--- src/rtl/pfsb_pkg.sv ---
package pfsb_pkg;

  // Frame and sprite geometry (IMAGE_BYTES and IMAGES are powers of two)
  localparam int PAGES       = 8;
  localparam int COLUMNS     = 128;
  localparam int IMAGE_BYTES = 1024;
  localparam int IMAGES      = 4;

  localparam int FRM_DEPTH = PAGES * COLUMNS;
  localparam int SPR_DEPTH = IMAGES * IMAGE_BYTES;
  localparam int FRM_AW    = $clog2(FRM_DEPTH);
  localparam int SPR_AW    = $clog2(SPR_DEPTH);
  localparam int IMG_AW    = $clog2(IMAGE_BYTES);
  localparam int PG_W      = $clog2(PAGES + 1);
  localparam int COL_W     = $clog2(COLUMNS + 1);
  // image row index plus one, up to height plus the pages walked
  localparam int ROW_W     = $clog2(16 + PAGES);

  // Command queue between front and back (power of two)
  localparam int QDEPTH = 2;
  localparam int QPTR_W = $clog2(QDEPTH);
  localparam int QCNT_W = $clog2(QDEPTH + 1);

  // Configuration register indexes
  localparam int CFG_IDX_W = 3;
  localparam logic [CFG_IDX_W-1:0] CFG_WIDTH  = 3'd0;
  localparam logic [CFG_IDX_W-1:0] CFG_HEIGHT = 3'd1;
  localparam logic [CFG_IDX_W-1:0] CFG_RIGHT  = 3'd2;
  localparam logic [CFG_IDX_W-1:0] CFG_BOTTOM = 3'd3;
  localparam logic [CFG_IDX_W-1:0] CFG_SELECT = 3'd4;

  typedef enum logic [1:0] {
    OP_WRITE = 2'd0,
    OP_DRAW  = 2'd1,
    OP_READ  = 2'd2,
    OP_CLEAR = 2'd3
  } op_e;

  typedef struct packed {
    op_e         op;
    logic [11:0] addr;
    logic [7:0]  value;
    logic        in_range;
  } cmd_t;

  typedef struct packed {
    logic [7:0] width;
    logic [3:0] height;
    logic [7:0] right_x;
    logic [6:0] bottom_y;
    logic [1:0] image_sel;
  } cfg_t;

endpackage

--- src/rtl/pfsb_front.sv ---
module pfsb_front import pfsb_pkg::*; (
  input  logic        clk_i,
  input  logic        rst_ni,
  input  logic        in_valid_i,
  output logic        in_stall_o,
  input  logic [1:0]  opcode_i,
  input  logic [11:0] address_i,
  input  logic [7:0]  value_i,
  input  logic        hold_i,
  output logic        head_valid_o,
  output cmd_t        head_o,
  input  logic        pop_i
);

  cmd_t              push_cmd;
  cmd_t              q_mem_q [QDEPTH];
  logic [QPTR_W-1:0] wr_ptr_q, wr_ptr_d;
  logic [QPTR_W-1:0] rd_ptr_q, rd_ptr_d;
  logic [QCNT_W-1:0] cnt_q, cnt_d;
  logic              push;

  // Classify the incoming word and check its address range
  always_comb begin
    push_cmd.op    = op_e'(opcode_i);
    push_cmd.addr  = address_i;
    push_cmd.value = value_i;
    case (op_e'(opcode_i))
      OP_WRITE: push_cmd.in_range = 32'(address_i) < 32'(SPR_DEPTH);
      OP_READ:  push_cmd.in_range = 32'(address_i) < 32'(FRM_DEPTH);
      default:  push_cmd.in_range = 1'b1;
    endcase
  end

  // Hold off while the queue is full or the frame is being wiped after reset
  assign in_stall_o   = hold_i | (cnt_q == QCNT_W'(QDEPTH));
  assign push         = in_valid_i & ~in_stall_o;
  assign head_valid_o = (cnt_q != '0);
  assign head_o       = q_mem_q[rd_ptr_q];

  // Advance pointers and fill count
  always_comb begin
    wr_ptr_d = push  ? wr_ptr_q + QPTR_W'(1) : wr_ptr_q;
    rd_ptr_d = pop_i ? rd_ptr_q + QPTR_W'(1) : rd_ptr_q;
    case ({push, pop_i})
      2'b10:   cnt_d = cnt_q + QCNT_W'(1);
      2'b01:   cnt_d = cnt_q - QCNT_W'(1);
      default: cnt_d = cnt_q;
    endcase
  end

  always_ff @(posedge clk_i or negedge rst_ni) begin
    if (!rst_ni) begin
      wr_ptr_q <= '0;
      rd_ptr_q <= '0;
      cnt_q    <= '0;
    end else begin
      wr_ptr_q <= wr_ptr_d;
      rd_ptr_q <= rd_ptr_d;
      cnt_q    <= cnt_d;
    end
  end

  // Store the queued word
  always_ff @(posedge clk_i) begin
    if (push) begin
      q_mem_q[wr_ptr_q] <= push_cmd;
    end
  end

endmodule

--- config.mk ---
export PLATFORM = sky130hd
export DESIGN_NAME = pfsb_front
export DESIGN_NICKNAME = d
export VERILOG_FILES = /design/src/rtl/pfsb_pkg.sv /design/src/rtl/pfsb_front.sv
export SDC_FILE = /design/constraint.sdc
export NUM_CORES = 1
export LEC_CHECK = 0
export ABC_AREA = 1
export CORE_AREA = 5 5 60 102
export CTS_BUF_LIST = sky130_fd_sc_hd__clkbuf_4 sky130_fd_sc_hd__clkbuf_8 sky130_fd_sc_hd__clkbuf_16
export CTS_CLUSTER_SIZE = 40
export DETAILED_ROUTE_END_ITERATION = 16
export DIE_AREA = 0 0 65 107
export DONT_BUFFER_PORTS = 1
export RECOVER_POWER = 25
export SYNTH_ARGS = -nofsm -noshare
export SYNTH_HDL_FRONTEND = slang
export SYNTH_SLANG_ARGS = --single-unit
--- constraint.sdc ---
create_clock -name clk_i -period 1.96 [get_ports clk_i]
set_input_delay 0.588 -clock clk_i [delete_from_list [all_inputs] [get_ports clk_i]]
set_output_delay 0.588 -clock clk_i [all_outputs]
set_load 0.01 [all_outputs]
# ---- Yosys cells after proc, flatten, opt, wreduce, memory -nomap -nowiden
# Memory sizes are Yosys's and may differ from the RTL's.
# Cells that the tools add are included.
dict set report totals {
  out_inout_bits 25
  input_bits 27
  ramBits 46
  wordCells 22
  ff_bits 4
  memories 1
}
# memory depth word_bits rd rd_clocked_by_memory_dff write_ports line
set memory_table {}
lappend memory_table {q_mem_q 2 23 1 0 1 pfsb_front.sv:16} ;# cmd_t q_mem_q [QDEPTH];
dict set report classes {
  n_bitwise 3
  addsub 4
  n_eq_ne 4
  order_cmp 1
  n_reduce_logical 2
  n_mux 4
}
# op n
set op_table {}
lappend op_table {{$lt 12x11->1 const B} 1}
lappend op_table {{$eq 2x2->1 const B} 3}
lappend op_table {{$pmux 2 s2} 1}
lappend op_table {{$reduce_bool 2->1} 2}
lappend op_table {{$mux 1} 3}
lappend op_table {{$add 1x1->1 const B} 2}
lappend op_table {{$add 2x1->2 const B} 1}
lappend op_table {{$eq 2x1->1 const B} 1}
lappend op_table {{$sub 2x1->2 const B} 1}
lappend op_table {{$and 1x1->1} 1}
lappend op_table {{$not 1->1} 1}
lappend op_table {{$or 1x1->1} 1}

# ---- Logic depth before layout (Yosys ltp)
# Gate-level depths: netlist (run 1).
dict set report logic_depth {
  ltp_word 6
  depth_mapped 9
  ltp_nobuf 9
}

# ---- Worst setup path after synthesis (run 1)
# Ideal clock, no wire load.
dict set report synth_path {
  path_kind {in2reg}
  startpoint {input hold_i}
  endpoint {memory q_mem_q[1][0] (netlist name) (enable)}
  setup_ps 403
  arrival_ps 1756
  stages 3
  path_buffers 0
  setup_slack_ps -198
  required_ps 1557
  path_cell_list {inv_1 -> nand3_2 -> nor2_1}
}
dict set report synth_via {
  elab_chain_len 5
}
# item line
set synth_lines {}
lappend synth_lines {{start: declaration} pfsb_front.sv:9} ;# input logic hold_i,
lappend synth_lines {{$or 1x1->1} pfsb_front.sv:35} ;# assign in_stall_o = hold_i | (cnt_q == QCNT_W'(QDEPTH));
lappend synth_lines {{$not 1->1} pfsb_front.sv:36} ;# assign push = in_valid_i & ~in_stall_o;
lappend synth_lines {{$and 1x1->1} pfsb_front.sv:36}
lappend synth_lines {{$mux 1} pfsb_front.sv:65} ;# if (push) begin
lappend synth_lines {{$mux 1 (not written as such)} pfsb_front.sv:66} ;# q_mem_q[wr_ptr_q] <= push_cmd;
lappend synth_lines {{end: declaration} pfsb_front.sv:16}
# No other way between the ends.

==> impl_metrics.env, run 1 <==
export IMPL_cts_clk_slew_worst_paths_ns=0.08
export IMPL_r2r_setup_slack_ns=0.58
export IMPL_drcViolationCount=0
export IMPL_synthFlopType="edfxtp_1"
export IMPL_holdPathStages=1
export IMPL_grt_overflow_total=0
export IMPL_vdd_drop_max_mv=0.586
export IMPL_antenna_found_initial=0
export IMPL_multi_input_area_um2=347
export IMPL_grt_max_degree=30
export IMPL_min_from="pop_i"
export IMPL_totalWireLength_um=3290
export IMPL_ys_top_cells_by_area="edfxtp_1 (69%), inv_1 (5.8%), nand2_1 (5.8%)"
export IMPL_via_count=1033
export IMPL_seqPwrFrac_pct=51.1
export IMPL_drt_first_pass_iters=4
export IMPL_post_route_min_period_ns=1.88
export IMPL_grt_pass1_wl_um=5060
export IMPL_switchingPower_uw=926
export IMPL_start_util_pct=38.2
export IMPL_worstMarginPinSlew_ns=0.458
export IMPL_layout_drive_gt1_share_pct=16.5
export IMPL_grt_setup_unrepaired="false"
export IMPL_async_flop_share_pct=8.00
export IMPL_fillers=482
export IMPL_gr_usage_all_layers_pct=9.99
export IMPL_syn_inst=150
export IMPL_p_total_mw=2.78
export IMPL_synth_edf_count=46
export IMPL_fp_dieW_um=65
export IMPL_critPathMaxFanout=29
export IMPL_route_antenna_remaining_nets=0
export IMPL_cts_root_buf="clkbuf_8"
export IMPL_hold_end="rd_ptr_q"
export IMPL_switching_share_pct=33.3
export IMPL_cts_buffer_depth=2
export IMPL_finClkSkew_ns=0.00387
export IMPL_yosys_top_cells_count="edfxtp_1 (46), inv_1 (31), nand2_1 (31)"
export IMPL_synth_top_cell_by_area="edfxtp_1"
export IMPL_r2r_end="q_mem_q[0][1]"
export IMPL_routabilityCongestion=0.693
export IMPL_clock_sinks=50
export IMPL_setup_viol=0
export IMPL_clkPwrFrac_pct=19.0
export IMPL_final_max_slew_viol_count=0
export IMPL_pin_count=52
export IMPL_critPathLaunchType="register"
export IMPL_yosysSeqAreaShare_pct=74.4
export IMPL_dieHeight_um=107
export IMPL_synth_net_count=178
export IMPL_finalCritPeriodShare_pct=96.0
export IMPL_grt_pass1_vias=1083
export IMPL_hold_viol_final=0
export IMPL_cellPowerDensity_nw_per_um2=1280
export IMPL_yosysMostFrequentCell="edfxtp_1"
export IMPL_numCtsBuffers=5
export IMPL_hpwl_um=2460
export IMPL_crit_type="reg -> out"
export IMPL_nets=186
export IMPL_vias_per_cell=4.85
export IMPL_tritoncts="yes"
export IMPL_ys_types=18
export IMPL_drtIter0Drc=39
export IMPL_num_rows=35
export IMPL_cellLeakagePower_nw=0.861
export IMPL_cp_end_kind="output pin"
export IMPL_r2r_cells=5
export IMPL_postCtsSetupBuffers=0
export IMPL_wire_per_inst_um=15.4
export IMPL_clock_latency_ns=0.28
export IMPL_hold_path_class="in -> reg"
export IMPL_area_growth_pct=8.73
export IMPL_power_frac_comb_pct=29.8
export IMPL_netlist_area_um2=1990
export IMPL_setup_tns_ns=0
export IMPL_avgSynthCellArea_um2=13.3
export IMPL_core_area_um2=5210
export IMPL_required_ns=1.37
export IMPL_port_buffers=0
export IMPL_synth_seq_cells=50
export IMPL_relSlewSlack_pct=69.1
export IMPL_maxCapViolCount=0
export IMPL_area_sequential_um2=1480
export IMPL_fmax_ghz=0.532
export IMPL_p_int_mw=1.85
export IMPL_yosys_warnings=0
export IMPL_run_status="finished, final reports clean"
export IMPL_cp_arrival_ns=1.29
export IMPL_cts_max_level=2
export IMPL_dieArea_um2=6960
export IMPL_r2r_start="cnt_q[0]"
export IMPL_antenna_cells=0
export IMPL_synth_top_area_share_pct=69.3
per-stage QoR:
stage	hold slack, ns	worst slack [ns]	instance area, µm²	cells	utilization (%)
4_1_cts	0.364	0.00378	2170	213	41.6
5_1_grt	0.367	0.0147	2170	213	41.6
6_report	0.376	0.0788	2170	213	41.6
3_5_place_dp	0.293	0.324	2080	205	39.9
3_3_place_gp	0.293	0.380	2080	205	39.9
2_1_floorplan	0.292	0.176	1990	150	-
worst max-delay path, cell delays in order (launching register included):
cell	delay, ns
dfrtp_2	0.48
buf_12	0.19
buf_12	0.14
o21ai_2	0.19
layout make-up:
class                      count  area share (%)
timing repair buffer           6            3.35
clock buffer                   5            3.18
inverter                      31            5.37
multi-input combinational     64            16.0
sequential                    50            68.5
tap                           55            3.18
clock inverter                 2           0.462
worst max-delay path by stage:
stage | from | to | slack (ns)
floorplan | hold_i | q_mem_q[1][0] | 0.18
global placement | rd_ptr_q | head_o[2] | 0.38
detailed placement | rd_ptr_q | head_o[4] | 0.32
CTS | rd_ptr_q | head_o[4] | 0.004
global route | rd_ptr_q | head_o[22] | 0.01
finish | rd_ptr_q | head_o[15] | 0.08
cells by family after synthesis:
group	synth area share (%)
AND/OR/NAND/NOR	7.73
XOR/XNOR	0.880
buffers and inverters	8.35
AO/OA/AOI/OAI	8.04
flip-flops	74.4
adder cells (fa/ha/maj)	0.628
state kept, by name (all words and copies together) (netlist names):
name and flops:
rd_ptr_q 1, q_mem_q 46, wr_ptr_q 1, cnt_q 2
routing by layer:
layer  vias up  part of all wire [%]  track usage [%]
met4         0                   3.4             5.60
met3         9                    11             5.97
met1       481                    29             7.35
li1        507                     -                -
met2        36                    56             18.6
met5         -                     0                0
cells in the final DEF, fill, tap and decap left out:
cell / instances
buf_12: 2
buf_4: 3
clkbuf_8: 5
clkinv_2: 2
dfrtp_1: 3
dfrtp_2: 1
dlygate4sd3_1: 1
edfxtp_1: 46
ha_1: 1
inv_1: 31
nand2_1: 31
nand2_2: 1
nand3_1: 1
nand3_2: 1
nand4_1: 2
nor2_2: 1
o211ai_1: 1
o21ai_0: 4
o21ai_1: 9
o21ai_2: 10
xnor2_1: 1
xor2_1: 1
power by group through the flow:
stage               Clock [mW]  Sequential [mW]  Combinational (mW)
finish                   0.529             1.42               0.829
global route             0.588             1.44               0.924
CTS                      0.554             1.42               0.852
detailed placement           0             1.45               0.846
global placement             0             1.44               0.813
floorplan                    0             1.41               0.708
repair_timing:
item,4_1_cts,5_1_grt
hold endpoints to repair,4,0
hold buffers,1,0
resized for setup,0,2
setup endpoints to repair,0,2
(Power assumes the default switching activity.)
==> inputs of run 2 (changes only) <==
- CORE_AREA: 5 5 60 102 -> 5 5 64 108
- DIE_AREA: 0 0 65 107 -> 0 0 69 113
- clock period: 1.96 -> 2.4 ns (I/O delays scaled with it)
==> run 2 against run 1 <==
Routed wire length shrank 2.5%; sequential power down 14%; non-clock buffer count decreased by 2; sequential share of layout area decreased by 0.67 points; via count down 5.3%; first-iteration DRC count is 36% lower; design area is 1.2% higher; global-route usage down 1.3 points; count of clock-buffer cells in the layout increased by 1; critical endpoint is now head_o[1]; largest power group unchanged; highest routed layer unchanged.
==> impl_metrics.env, run 2 (synthesis gave the netlist of run 1 again) <==
export IMPL_cts_max_level=2
export IMPL_num_rows=37
export IMPL_largestRegisters="q_mem_q (46), cnt_q (2)"
export IMPL_routabilityCongestion=0.656
export IMPL_finClkSkew_ns=0.00720
export IMPL_hpwl_um=2370
export IMPL_start_util_pct=33.6
export IMPL_worstMarginPinSlew_ns=0.434
export IMPL_r2r_cells=5
export IMPL_final_common_cell="edfxtp_1"
export IMPL_wire_per_inst_um=13.7
export IMPL_cp_arrival_ns=1.40
export IMPL_r2r_start="cnt_q[0]"
export IMPL_dp_slack_ns=0.467
export IMPL_area_growth_pct=9.99
export IMPL_nets=184
export IMPL_port_buffers=0
export IMPL_grt_overflow_total=0
export IMPL_clock_sinks=50
export IMPL_pin_count=52
export IMPL_cts_clk_slew_worst_paths_ns=0.08
export IMPL_antenna_found_initial=0
export IMPL_largest_reg_flops=46
export IMPL_grt_pass1_vias=993
export IMPL_drtIter0Drc=25
export IMPL_hold_viol_final=0
export IMPL_antenna_cells=0
export IMPL_cellLeakagePower_nw=0.854
export IMPL_relSlewSlack_pct=70.8
export IMPL_vias_per_cell=4.16
export IMPL_run_status="finished, final reports clean"
export IMPL_setup_viol=0
export IMPL_cellPowerDensity_nw_per_um2=1030
export IMPL_numCtsBuffers=5
export IMPL_gr_usage_all_layers_pct=8.72
export IMPL_critPathMaxFanout=31
export IMPL_dieHeight_um=113
export IMPL_required_ns=1.68
export IMPL_post_route_worst_setup_slack_ns=0.280
export IMPL_cts_resized_gates=0
export IMPL_setup_tns_ns=0
export IMPL_fp_dieW_um=69
export IMPL_grt_pass1_wl_um=5000
export IMPL_postCtsSetupBuffers=0
export IMPL_finalCritPeriodShare_pct=88.4
export IMPL_hold_path_class="in -> async"
export IMPL_via_count=978
export IMPL_r2r_end="q_mem_q[1][4]"
export IMPL_final_max_slew_viol_count=0
export IMPL_drcViolationCount=0
export IMPL_tritoncts="yes"
export IMPL_p_total_mw=2.25
export IMPL_post_route_min_period_ns=2.12
export IMPL_final_core_util_pct=37.0
export IMPL_top_register="q_mem_q"
export IMPL_critPathLaunchType="register"
export IMPL_final_cell_mix="edfxtp_1 (46), inv_1 (31), nand2_1 (31)"
export IMPL_fmax_ghz=0.472
export IMPL_grt_max_degree=32
export IMPL_vdd_drop_max_mv=0.545
export IMPL_maxCapViolCount=0
export IMPL_cts_root_buf="clkbuf_8"
export IMPL_dieArea_um2=7800
export IMPL_fillers=594
export IMPL_drt_first_pass_iters=3
export IMPL_core_area_um2=5930
export IMPL_route_antenna_remaining_nets=0
export IMPL_cp_end_kind="output pin"
export IMPL_layout_drive_gt1_share_pct=16.6
export IMPL_cts_buffer_depth=2
export IMPL_totalWireLength_um=3210
export IMPL_grt_setup_unrepaired="false"
export IMPL_ctsHoldBuffers=0
export IMPL_clock_latency_ns=0.30
export IMPL_crit_type="reg -> out"
export IMPL_r2r_setup_slack_ns=0.83
## run 2: final cells by class
type / count / area (µm²) / share of cell area (%)
Timing Repair Buffer: 4 / 55.1 / 2.51
Inverter: 31 / 116 / 5.31
Sequential cell: 50 / 1490 / 67.8
Clock inverter: 2 / 13.8 / 0.628
Clock buffer: 6 / 76.3 / 3.48
Tap cell: 78 / 97.6 / 4.45
Multi-Input combinational cell: 64 / 347 / 15.8
## run 2: per-layer routing
layer  GRT usage (%)  vias up  routed length [µm]
met4            5.08        0                  61
met2            15.6       30                1810
met3            5.33        4                 312
met1            7.13      437                1030
met5               0        -                   0
li1                -      507                   -
## run 2: per-stage QoR
| stage | instances | hold slack [ns] | area [µm²] |
|---|---|---|---|
| 5_1_grt | 235 | 0.0680 | 2190 |
| 4_1_cts | 235 | 0.0801 | 2190 |
| 3_3_place_gp | 227 | 0.425 | 2100 |
| 3_5_place_dp | 227 | 0.425 | 2100 |
| 2_1_floorplan | 150 | 0.424 | 1990 |
| 6_report | 235 | 0.103 | 2190 |
## run 2: how the worst max path moves through the flow
| stage | start | end | cells past startpoint |
|---|---|---|---|
| 3_3_place_gp | rd_ptr_q | head_o[15] | 3 |
| 6_report | rd_ptr_q | head_o[1] | 2 |
| 2_1_floorplan | hold_i | q_mem_q[1][0] | 3 |
| 4_1_cts | rd_ptr_q | head_o[14] | 3 |
| 3_5_place_dp | rd_ptr_q | head_o[20] | 3 |
| 5_1_grt | rd_ptr_q | head_o[14] | 3 |
## run 2: critical path: stages (launching register included)
cell	delay (ns)
dfrtp_4	0.64
buf_4	0.22
o21ai_1	0.24
## run 2: report_power, final
group,total [mW],internal [mW],switching (mW)
clock network,0.472,0.217,0.255
logic,0.566,0.181,0.385
registers,1.22,1.10,0.118
total,2.25,1.50,0.757
